<file path="config.mk">
export PLATFORM = sky130hd
export DESIGN_NAME = mse_ram
export DESIGN_NICKNAME = d
export VERILOG_FILES = /design/src/mips_subset_instruction_executor_defines.svh /design/src/mse_ram.sv
export SDC_FILE = /design/constraint.sdc
export NUM_CORES = 1
export LEC_CHECK = 0
export ABC_AREA = 0
export BUFFER_PORTS_ARGS = -buffer_cell sky130_fd_sc_hd__buf_4
export CAP_MARGIN = 30
export CORE_UTILIZATION = 45
export CTS_CLUSTER_SIZE = 28
export DETAILED_ROUTE_END_ITERATION = 16
export HOLD_SLACK_MARGIN = 0.02
export PLACE_DENSITY_LB_ADDON = 0.12
export SLEW_MARGIN = 20
export SYNTH_ARGS = -nofsm -noshare
export SYNTH_HDL_FRONTEND = slang
export SYNTH_SLANG_ARGS = --single-unit
</file>
<file path="constraint.sdc">
create_clock -name clk_i -period 5.2 [get_ports clk_i]
set_input_delay 0.26 -clock clk_i [delete_from_list [all_inputs] [get_ports clk_i]]
set_output_delay 0.26 -clock clk_i [all_outputs]
set_load 0.03 [all_outputs]
</file>
<file path="src/mips_subset_instruction_executor_defines.svh">
// Assertion macros for the executor's top-level RTL file.
`ifndef MIPS_SUBSET_INSTRUCTION_EXECUTOR_DEFINES_SVH
`define MIPS_SUBSET_INSTRUCTION_EXECUTOR_DEFINES_SVH

// Plain property under the clock, off while reset is asserted.
`define MSE_ASSERT(lbl, clk, rst_n, prop, msg) \
  lbl: assert property (@(posedge clk) disable iff (!(rst_n)) (prop)) else $error(msg);

// Implication form: when ante holds, cons holds in the same cycle.
`define MSE_ASSERT_IMP(lbl, clk, rst_n, ante, cons, msg) \
  lbl: assert property (@(posedge clk) disable iff (!(rst_n)) (ante) |-> (cons)) \
    else $error(msg);

// Implication form: when ante holds, cons holds in the next cycle.
`define MSE_ASSERT_NXT(lbl, clk, rst_n, ante, cons, msg) \
  lbl: assert property (@(posedge clk) disable iff (!(rst_n)) (ante) |=> (cons)) \
    else $error(msg);

`endif

</file>
<file path="src/mse_ram.sv">
// Generic single-write, single-read RAM with registered read data.
`default_nettype none
module mse_ram #(
  parameter int unsigned WIDTH = 32,
  parameter int unsigned DEPTH = 32
) (
  input  wire logic                     clk_i,
  input  wire logic                     we_i,
  input  wire logic [$clog2(DEPTH)-1:0] waddr_i,
  input  wire logic [WIDTH-1:0]         wdata_i,
  input  wire logic                     re_i,
  input  wire logic [$clog2(DEPTH)-1:0] raddr_i,
  output logic      [WIDTH-1:0]         rdata_o
);

  logic [WIDTH-1:0] mem_q [DEPTH];
  logic [WIDTH-1:0] rdata_q;

  always_ff @(posedge clk_i) begin
    if (we_i) begin
      mem_q[waddr_i] <= wdata_i;
    end
    if (re_i) begin
      rdata_q <= mem_q[raddr_i];
    end
  end

  assign rdata_o = rdata_q;

endmodule
`default_nettype wire

</file>
Yosys cells after proc, flatten, opt, wreduce, memory -nomap -nowiden. Memory sizes are Yosys's and may differ from the RTL's. A register that Yosys moved wholly into a read port is not among the register bits. Cells that the tools add are included.

Multiplexer cells: 2.

Operators with widths (number): $mux 1 (2).

Register bits: 0. RAM bits: 1024. Bits of input ports: 45. Output and inout bits: 32. Word-level logic and storage cells: 3. Memories: 1.

Memories: mem_q (depth 32, width 32, read ports 1, clocked after Yosys merged registers in 1, write ports 1, line mse_ram.sv:16) `logic [WIDTH-1:0] mem_q [DEPTH];`.

Logic depth before layout (Yosys ltp).
Depth in word-level cells: 2. Mapped depth: 8. Depth with buffers taken out: 5.

Worst setup path after synthesis. No wires, ideal clock.

Path type: input to register. Start: in waddr_i[1]. End: mem mem_q[12][0] (enable). Library setup time: 0.421 ns. Data arrival time: 2.273 ns. Required time: 4.779 ns. Setup slack: 2.506 ns. Cell stages on the path: 3. Buffers on the path: 1. Path through: or3b_2 -> clkbuf_1 -> nor2_1.

RTL lines: from (decl) (line mse_ram.sv:9) `input wire logic [$clog2(DEPTH)-1:0] waddr_i,`; to (decl) (line mse_ram.sv:16).

Straight into the memory's write port.

==> flow_summary.toml <==
[status]
status = "finished clean"

[cells_and_area]
drive_gt1_share_pct = 13.0
fillers = 7183
post-route-util_pct = 51.9
area_growth_syn_to_layout_pct = 14.4
antenna_cells = 0
nets = 2449

[clocking]
cts_buffers = 106
path_clk_slew_ps = 60
clock_sinks = 1056
cts_root_buf = "clkbuf_16"
h-tree-depth = 3
cts_resized = 0
cts_tree = "yes"
clk_latency_ps = 660
cts.path.max_buffers = 3

[drt]
ant_nets = 0
drtPass1Iterations = 6
drtIter0Drc = 1756
vias_per_cell = 5.70
wirelength_um = 105000
wl_per_cell_um = 28.6
num_vias = 20900
drcViolationCount = 0

[synthesis]
ys_seq_elements = 1056
syn_area_per_cell_sq_um = 18.1
synthFlopType = "edfxtp_1"
synth_top_area_cell = "edfxtp_1"
synthTopCellsByArea = "edfxtp_1 78%, mux2i_1 13%, a22oi_1 1.8%"
synth_edf_count = 1056
netlist_instances = 2260
synth_nets = 2305
synth_common_cells = "1,056 x edfxtp_1, 512 x mux2i_1, 98 x nand2_1, 98 x nand3_1"
yosysMostFrequentCell = "edfxtp_1"
ys_types = 24
synth_top_area_share_pct = 77.7
syn_area_sq_um = 40800
ys_seq_area_share_pct = 77.7
ys_async_sr_fraction_pct = 0
yosysWarnings = 0

[power_and_ir_drop]
power_mw = 17.8
ir_worst_vdd_mv = 0.266
p_leak_nw = 16.1
p_per_area_nw_per_um2 = 382

[floorplan]
die_w_um = 303
initial_utilization_pct = 45.4
die_h_um = 303
core_sq_um = 89900
row_count = 110
die_area_sq_um = 91900
io_pins = 77

[setup_path]
cp_data_required_time_ps = 5590
crit_fanout = 89
path_class = "in2reg"
worstPathArrival_ps = 2830
cp-startpoint = "raddr_i[0]"
worst_setup_path_end_kind = "flip-flop"
r2r_start = "mem_q[3][19]"
critPathLaunchType = "primary input"
rr_worst_depth = 5

[sta]
tightest_slew_ps = 1080
setup_viol = 0
final.setup_skew_ps = 13.6
fmax_mhz = 410
hold_violations = 0
rsz0062_at_grt = "no"
fin_crit_sh_pct = 46.9
slew_headroom_pct = 28.3
drv_slew = 0
finalCriticalPeriod_ps = 2440
finalSetupTns_ps = 0

[global_route]
grt_max_degree = 90
grt_pass1_vias = 21200
grt_antenna_before_repair = 4
grt_pass1_wl_um = 150000
overflow = 0
grt.total_usage_pct = 23.0

[job]
cap_violations = 0

[placement]
place_congestion = 0.797
portBuffers = 76
dpl.hpwl_um = 57400

[hold_path]
min_from = "wdata_i[4]"
holdPathStages = 1
hold_class = "in2reg"
-- stage by stage --
step,hold WS [ps],worst slack [ps],cell area (sq um),instances
floorplan,359,2510,40800,2260
global placement,676,2160,42900,3438
detailed placement,652,2150,43100,3445
CTS,22.0,2860,46600,3668
global route,25.3,2680,46700,3669
finish,46.4,2760,46700,3669
-- what timing repair did --
item,4_1_cts,5_1_grt
endpoints found under the hold margin,699,0
hold buffers,26,0
setup buffers,0,0
-- critical path: stages --
cell     delay, ps
buf_8          670
buf_12         610
mux2i_1        560
a21oi_1        140
a31oi_1        210
nand3_1        130
-- sequential cells by signal (all words and copies together), names as in the netlist --
signal / cells
rdata_o: 32
mem_q: 1024
-- report_power, final --
part	leakage, nW	internal (mW)	switching [mW]	total, mW
clock network	1.63	4.19	3.13	7.32
logic	4.96	0.313	0.657	0.970
registers	9.54	9.50	0.0406	9.54
-- final timing paths --
path                   to  slack, ps
max           rdata_o[22]       2760
min          mem_q[21][4]         50
max reg2reg   rdata_o[19]       3440
min reg2reg    rdata_o[1]        670
-- logic make-up after synthesis --
logic type / Yosys count / synth area share (%)
muxes: 512 / 12.6
AOI/OAI and AO/OA: 288 / 4.81
buffers and inverters: 127 / 1.85
and+or+nand+nor: 277 / 3.08
DFF: 1056 / 77.7
-- placed cells by master, fill, tap and decap left out, drive strengths merged --
cell / n
edfxtp: 1056
mux2i: 512
buf: 137
clkbuf: 129
nand3: 98
nand2: 98
a22oi: 96
a21oi: 96
a22o: 64
clkinv: 53
nor2: 34
nor3: 32
a31oi: 32
dlygate4sd3: 26
bufinv: 8
nand3b: 5
inv: 5
or3b: 3
nand2b: 2
clkinvlp: 2
or3: 1
and2b: 1
nor2b: 1
and2: 1
or2: 1
-- layer usage --
metal / routed length (um) / vias up / part of all wire [%] / global-route usage, %
met5: 37 / - / 0.035 / 0
met4: 2710 / 6 / 2.6 / 6.70
met3: 4540 / 160 / 4.3 / 3.45
met2: 51900 / 534 / 49 / 38.6
met1: 45700 / 10900 / 44 / 31.1
li1: - / 9317 / - / -
-- final cells by class --
cell class              instances  area (sq um)  area share (%)
flip-flops and latches       1056         31700            68.0
clock buffers                 129          2780            5.96
repair buffers                163          1550            3.31
well taps                    1176          1470            3.15
multi-input cells            1077          8610            18.4
clock inverters                68           547            1.17
Power figures use the tool's default switching activity.
