## config.mk

```make
export PLATFORM = sky130hd
export DESIGN_NAME = mse_alu
export DESIGN_NICKNAME = d
export VERILOG_FILES = /design/src/mips_subset_instruction_executor_defines.svh /design/src/mse_pkg.sv /design/src/mse_alu.sv
export SDC_FILE = /design/constraint.sdc
export NUM_CORES = 1
export LEC_CHECK = 0
export ABC_CLOCK_PERIOD_IN_PS = 7200
export BUFFER_PORTS_ARGS = -buffer_cell sky130_fd_sc_hd__buf_2
export CAP_MARGIN = 20
export CORE_MARGIN = 2
export CORE_UTILIZATION = 58
export DETAILED_ROUTE_END_ITERATION = 12
export PLACE_DENSITY = 0.79
export SYNTH_ARGS = -nofsm -noshare
export SYNTH_HDL_FRONTEND = slang
export SYNTH_SLANG_ARGS = --single-unit
```

## constraint.sdc

```tcl
create_clock -name vclk -period 7.2
set_input_delay 1.08 -clock vclk [all_inputs]
set_output_delay 1.08 -clock vclk [all_outputs]
set_load 0.02 [all_outputs]
```

## src/mips_subset_instruction_executor_defines.svh

```systemverilog
// Assertion macros for the executor's top-level RTL file.
`ifndef MIPS_SUBSET_INSTRUCTION_EXECUTOR_DEFINES_SVH
`define MIPS_SUBSET_INSTRUCTION_EXECUTOR_DEFINES_SVH

// Plain property under the clock, off while reset is asserted.
`define MSE_ASSERT(lbl, clk, rst_n, prop, msg) \
  lbl: assert property (@(posedge clk) disable iff (!(rst_n)) (prop)) else $error(msg);

// Implication form: when ante holds, cons holds in the same cycle.
`define MSE_ASSERT_IMP(lbl, clk, rst_n, ante, cons, msg) \
  lbl: assert property (@(posedge clk) disable iff (!(rst_n)) (ante) |-> (cons)) \
    else $error(msg);

// Implication form: when ante holds, cons holds in the next cycle.
`define MSE_ASSERT_NXT(lbl, clk, rst_n, ante, cons, msg) \
  lbl: assert property (@(posedge clk) disable iff (!(rst_n)) (ante) |=> (cons)) \
    else $error(msg);

`endif

```

## src/mse_pkg.sv

```systemverilog
// Package: types, constants and decode helpers of the MIPS subset executor.
`default_nettype none
package mse_pkg;

  localparam int unsigned PROGRAM_WORDS = 1024 * 32;
  localparam int unsigned DATA_WORDS    = 1024 * 32;
  localparam int unsigned PROG_AW       = $clog2(PROGRAM_WORDS);
  localparam int unsigned DATA_AW       = $clog2(DATA_WORDS);
  localparam int unsigned REG_WORDS     = 32;
  localparam int unsigned REG_AW        = 5;
  localparam int unsigned CLR_DEPTH     = (PROGRAM_WORDS > DATA_WORDS) ?
                                          PROGRAM_WORDS : DATA_WORDS;
  localparam int unsigned CLR_AW        = $clog2(CLR_DEPTH);
  localparam int unsigned CMP_W         = 17;
  localparam int unsigned PC_W          = 15;
  localparam int unsigned CFG_AW        = 3;

  localparam logic [31:0] DATA_BASE  = 32'h1000_0000;
  localparam logic [31:0] DATA_BYTES = 32'(DATA_WORDS * 4);

  // item kinds
  localparam logic [1:0] OP_LOAD  = 2'd0;
  localparam logic [1:0] OP_EXEC  = 2'd1;
  localparam logic [1:0] OP_RDREG = 2'd2;
  localparam logic [1:0] OP_RDMEM = 2'd3;

  // result status codes
  localparam logic [2:0] STS_OK      = 3'd0;
  localparam logic [2:0] STS_UNKNOWN = 3'd1;
  localparam logic [2:0] STS_HALTED  = 3'd2;
  localparam logic [2:0] STS_LIMIT   = 3'd3;
  localparam logic [2:0] STS_RANGE   = 3'd4;

  // register index on the configuration port
  localparam logic REG_LIMIT = 1'b0;

  // opcodes
  localparam logic [5:0] OPC_RTYPE = 6'd0;
  localparam logic [5:0] OPC_J     = 6'd2;
  localparam logic [5:0] OPC_BEQ   = 6'd4;
  localparam logic [5:0] OPC_BNE   = 6'd5;
  localparam logic [5:0] OPC_ADDI  = 6'd8;
  localparam logic [5:0] OPC_SLTI  = 6'd10;
  localparam logic [5:0] OPC_ANDI  = 6'd12;
  localparam logic [5:0] OPC_ORI   = 6'd13;
  localparam logic [5:0] OPC_LUI   = 6'd15;
  localparam logic [5:0] OPC_LW    = 6'd35;
  localparam logic [5:0] OPC_SW    = 6'd43;

  // R-type function codes
  localparam logic [5:0] FN_NOP = 6'd0;
  localparam logic [5:0] FN_ADD = 6'd32;
  localparam logic [5:0] FN_SUB = 6'd34;
  localparam logic [5:0] FN_AND = 6'd36;
  localparam logic [5:0] FN_OR  = 6'd37;
  localparam logic [5:0] FN_SLT = 6'd42;

  typedef enum logic [2:0] {
    ALU_ADD,
    ALU_SUB,
    ALU_AND,
    ALU_OR,
    ALU_SLT
  } alu_op_e;

  typedef struct packed {
    alu_op_e     op;
    logic [31:0] a;
    logic [31:0] b;
  } alu_req_t;

  typedef enum logic [9:0] {
    ST_IDLE  = 10'b00_0000_0001,
    ST_CLEAR = 10'b00_0000_0010,
    ST_FETCH = 10'b00_0000_0100,
    ST_RDA   = 10'b00_0000_1000,
    ST_RDB   = 10'b00_0001_0000,
    ST_EXEC  = 10'b00_0010_0000,
    ST_ADDR  = 10'b00_0100_0000,
    ST_LOAD  = 10'b00_1000_0000,
    ST_BR    = 10'b01_0000_0000,
    ST_RESP  = 10'b10_0000_0000
  } state_e;

  typedef enum logic [1:0] {
    VAL_ZERO,
    VAL_REG,
    VAL_DATA
  } val_sel_e;

  // R-type word that the core knows: a listed funct, or the all-zero nop
  function automatic logic rtype_known(input logic [31:0] w);
    logic [5:0] fn;
    fn = w[5:0];
    rtype_known = (fn inside {FN_ADD, FN_SUB, FN_AND, FN_OR, FN_SLT}) ||
                  ((fn == FN_NOP) && (w[25:6] == 20'd0));
  endfunction

endpackage
`default_nettype wire

```

## src/mse_alu.sv

```systemverilog
// Shared 32-bit arithmetic, logic and compare unit.
`default_nettype none
module mse_alu (
  input  wire mse_pkg::alu_req_t req_i,
  output logic [31:0]            result_o,
  output logic                   zero_o
);

  always_comb begin
    case (req_i.op)
      mse_pkg::ALU_ADD: result_o = req_i.a + req_i.b;
      mse_pkg::ALU_SUB: result_o = req_i.a - req_i.b;
      mse_pkg::ALU_AND: result_o = req_i.a & req_i.b;
      mse_pkg::ALU_OR:  result_o = req_i.a | req_i.b;
      mse_pkg::ALU_SLT: result_o = {31'd0, $signed(req_i.a) < $signed(req_i.b)};
      default:          result_o = 32'd0;
    endcase
  end

  assign zero_o = (result_o == 32'd0);

endmodule
`default_nettype wire

```

* Word level (Yosys, flattened, before mapping)
Cells that the tools add are included.
Storage, ports and cells: output and inout bits 33, input bits 67, register bits 0
Cells by class: eq/ne operators 4, add/subtract/negate cells 2, bitwise logic cells 2, reductions and logical operators 2, mux-type cells 1, $lt $le $gt $ge 1
Operator list (number):
- $pmux W32 S5 | 1
- $add A32 B32 Y32 | 1
- $and A32 B32 Y32 | 1
- $logic_not A32 Y1 | 1
- $lt A32 B32 Y1 | 1
- $or A32 B32 Y32 | 1
- $sub A32 B32 Y32 | 1
- $eq A3 B2 Y1 const B | 2
- $eq A3 B1 Y1 const B | 1
- $eq A3 B3 Y1 const B | 1
- $logic_not A3 Y1 | 1

* Longest topological paths before layout
depth after elaboration 3, gate-level depth with buffers 14, gate-level depth less buffers 13

* Worst setup path before layout
Ideal clock, no wire load.
kind input port to output port, start input req_i[7] (netlist name), end output zero_o, arrival time 4727 ps, slack 1393 ps, stages on the path 13, buffers on the path 1, cells stage by stage inv_1 > ha_1 > buf_4 > and3_1 > or4b_1 > o22a_1 > o211a_1 > and4_1 > a221oi_1 > o211ai_1 > or4_1 > or4b_1 > nor4_2
Between the ends: cells in the longest elaborated chain, start to end 3, elaborated cells between the ends (all ways) 7, classes of those cells add/sub: 2; order compare: 1; mux: 1; bitwise: 2; reduce/logical: 1
Ends and longest elaborated chain:
- start: declaration | RTL line mse_alu.sv:4 | input wire mse_pkg::alu_req_t req_i,
- $sub A32 B32 Y32 / $add A32 B32 Y32 (equally long branches) | RTL line mse_alu.sv:12, mse_alu.sv:11
- $pmux W32 S5 * | RTL line mse_alu.sv:10 | case (req_i.op)
- net result_o[23] | RTL line mse_alu.sv:5 | output logic [31:0] result_o,
- $logic_not A32 Y1 * | RTL line mse_alu.sv:20 | assign zero_o = (result_o == 32'd0);
- end: declaration | RTL line mse_alu.sv:6 | output logic zero_o
The timed path passes the listed nets; every way through them passes the cells marked *.

* Worst setup path in the final report
start input req_i[2] (netlist name), end output zero_o
Between the ends: cells in the longest elaborated chain, start to end 3, elaborated cells between the ends (all ways) 7, classes of those cells add/sub: 2; order compare: 1; mux: 1; bitwise: 2; reduce/logical: 1
Ends and longest elaborated chain:
- $sub A32 B32 Y32, or another cell as far along | RTL line mse_alu.sv:12 | mse_pkg::ALU_SUB: result_o = req_i.a - req_i.b;
- $pmux W32 S5 * | RTL line mse_alu.sv:10
- $logic_not A32 Y1 * | RTL line mse_alu.sv:20
Every way passes the cells marked *; elsewhere a longest branch is shown, timed or not.

==> out/qor.csv <==
metric,value,unit
outcome,finished clean,
syn nets,1013,
Starting Density,58.7,%
mapped cell area,5660,sq um
Worst Path Arrival,5.36,ns
"Critical Path, Cell by Cell",buf_2 > inv_1 > ha_1 > nor2_1 > o311ai_1 > a31oi_1 > a31oi_1 > o311ai_0 > a21o_1 > a32o_2 > or4_1 > or4b_1 > nor4_2 > buf_2,
total track usage,35.0,%
pin count of the biggest net entering global routing,29,
top cell type's share of synthesized area,21.2,%
crit end category,output pin,
power per cell area,87.6,nW/um^2
"Seq/Total Area, Yosys",0,%
CP Max Fanout,9,
Internal Power,0.190,mW
pre-CTS WS,0.897,ns
Max Freq,0.155,GHz
minimum clock period,6.44,ns
CP startpoint kind,input pin,
Post-Route WL,19.0,mm
cts repair resizes,0,
Cells after DPL,1041,
DRT iter0 DRCs,657,
design area,6090,sq um
final std cells w/o fill,1041,
ant diodes,0,
P&R area growth vs syn,7.61,%
largest area contributor in the netlist,ha_1,
worst slew pin tran,0.978,ns
via count of the first global-routing pass,6065,
layout cells sized above 1,15.2,%
Flop pwr share,0,%
Die Span X,103,um
dominant cells by area after synthesis,"ha_1 21%, a21oi_1 6.9%, inv_1 6.6%",
Layout clock buffers,0,
first-pass GRT wire length,30.1,mm
Seq Cell Count,0,
setup TNS,0,ns
Final HPWL DP,15.0,mm
Crit Path Class,in -> out,
Post-DP Area,6090,sq um
Cells after Synth,848,
Worst path top cell family by delay,compound AO/OA/AOI/OAI gates,
"Avg Cell Area, Syn",6.67,sq um
DR vias/cell,6.54,
DIE AREA,10600,sq um
initial antenna violation count,0,
post-CTS setup buffer count,0,
hold slack,2.58,ns
Comb pwr share,100.0,%
Pwr Total,0.534,mW
slew margin rel.,33.1,%
height of the die,103,um
Bufs and invs on worst path,3,
Final Setup Violations,0,
Reg area,0,sq um
Initial DRT Pass Iterations,5,
# nets final,1075,
Fillers,976,
max-slew violations,0,
# DRC,0,
Final Cycle Share,89.5,%
slack of the critical path,0.758,ns
synth unique cells,87,
GP Congestion,0.990,
RSZ-0062 raised after global routing,no,
Top-Level Pins,100,
Max Cap Viol,0,
end-of-flow core utilization,63.2,%
core area,9640,sq um
Hold Fails Final Rpt,0,
CP required,6.12,ns
HP Class,in -> out,
CTS hold repair buffers,0,
Clock power frac,0,%
"slowest stage cell, crit path",or4b_1,
via count,6813,
Sw Ratio,64.5,%
synth warn,0,
gr ovfl total,0,
Core Rows,36,
routed len/inst,18.2,um
Max stage delay on crit path,0.56,ns
ANT nets after route,0,
Worst VDD drop,53.4,uV
IO buf count,100,
Static Leak,2.98,nW
Sw Pwr,0.344,mW
Yosys cell counts (18+ instances only):
cell type	instances
a211oi_1	18
a21o_1	18
a21oi_1	78
clkbuf_1	26
ha_1	96
inv_1	99
nand2_1	62
nand3_1	18
nor2_1	71
nor3_1	22
o21ai_0	47
layout by cell type (no fill, tap or decap), types with 4 or more instances in the layout:
cell type / instances
o221ai_1: 4
and3_1: 10
a221o_1: 8
o311ai_0: 5
o21ai_0: 47
o21a_1: 6
a31oi_1: 14
inv_1: 99
o22ai_1: 9
a211oi_1: 18
nor3_1: 22
o31ai_1: 14
buf_4: 8
or2_2: 5
a21oi_1: 78
buf_2: 100
or4_1: 4
nand2_1: 62
a2111oi_0: 6
xnor2_1: 9
nor4_1: 14
o311a_1: 4
ha_1: 96
mux2i_1: 8
nand2b_1: 14
nand3_1: 18
or3_1: 4
a221oi_1: 11
nor2b_1: 14
a21o_1: 18
o211ai_1: 14
and2_1: 4
nor2_1: 71
o21bai_1: 12
nand4_1: 6
routing by layer:
layer	vias up	track usage, %	wire, um
met3	50	3.39	1880
met5	-	0	0
met4	0	9.92	626
li1	3247	-	-
met2	393	56.6	8290
met1	3123	49.6	8180
cell type report:
class	count	area [sq um]	area share (%)
inverter	99	372	6.10
multi-input combinational	701	4990	82.0
tap	133	166	2.73
timing repair buffer	108	561	9.20
power groups by stage:
stage | clock (mW) | sequential (mW) | combinational [mW]
6_report | 0 | 0 | 0.534
2_1_floorplan | 0 | 0 | 0.377
5_1_grt | 0 | 0 | 0.580
3_3_place_gp | 0 | 0 | 0.515
4_1_cts | 0 | 0 | 0.518
3_5_place_dp | 0 | 0 | 0.515
final timing paths:
kind	start	endpoint	slack, ns	cells after the start
worst max-delay path	req_i[2]	zero_o	0.76	14
worst min-delay path	req_i[66]	result_o[14]	2.58	3
worst min-delay path, cell delays in order:
cell and delay, ns:
buf_2 0.17, nor2b_1 0.09, buf_2 0.16
logic make-up (layout without fill, tap and decap cells):
logic type	Yosys count	in the layout	share of synthesized area, %
XOR/XNOR	10	10	1.55
buffers and inverters	147	207	11.8
adder cells (fa/ha/maj)	98	98	21.9
AO/OA/AOI/OAI	323	323	40.3
AND/OR/NAND/NOR	262	262	23.0
multiplexers	8	8	1.42
No activity file was read; power rests on OpenSTA's default activity.
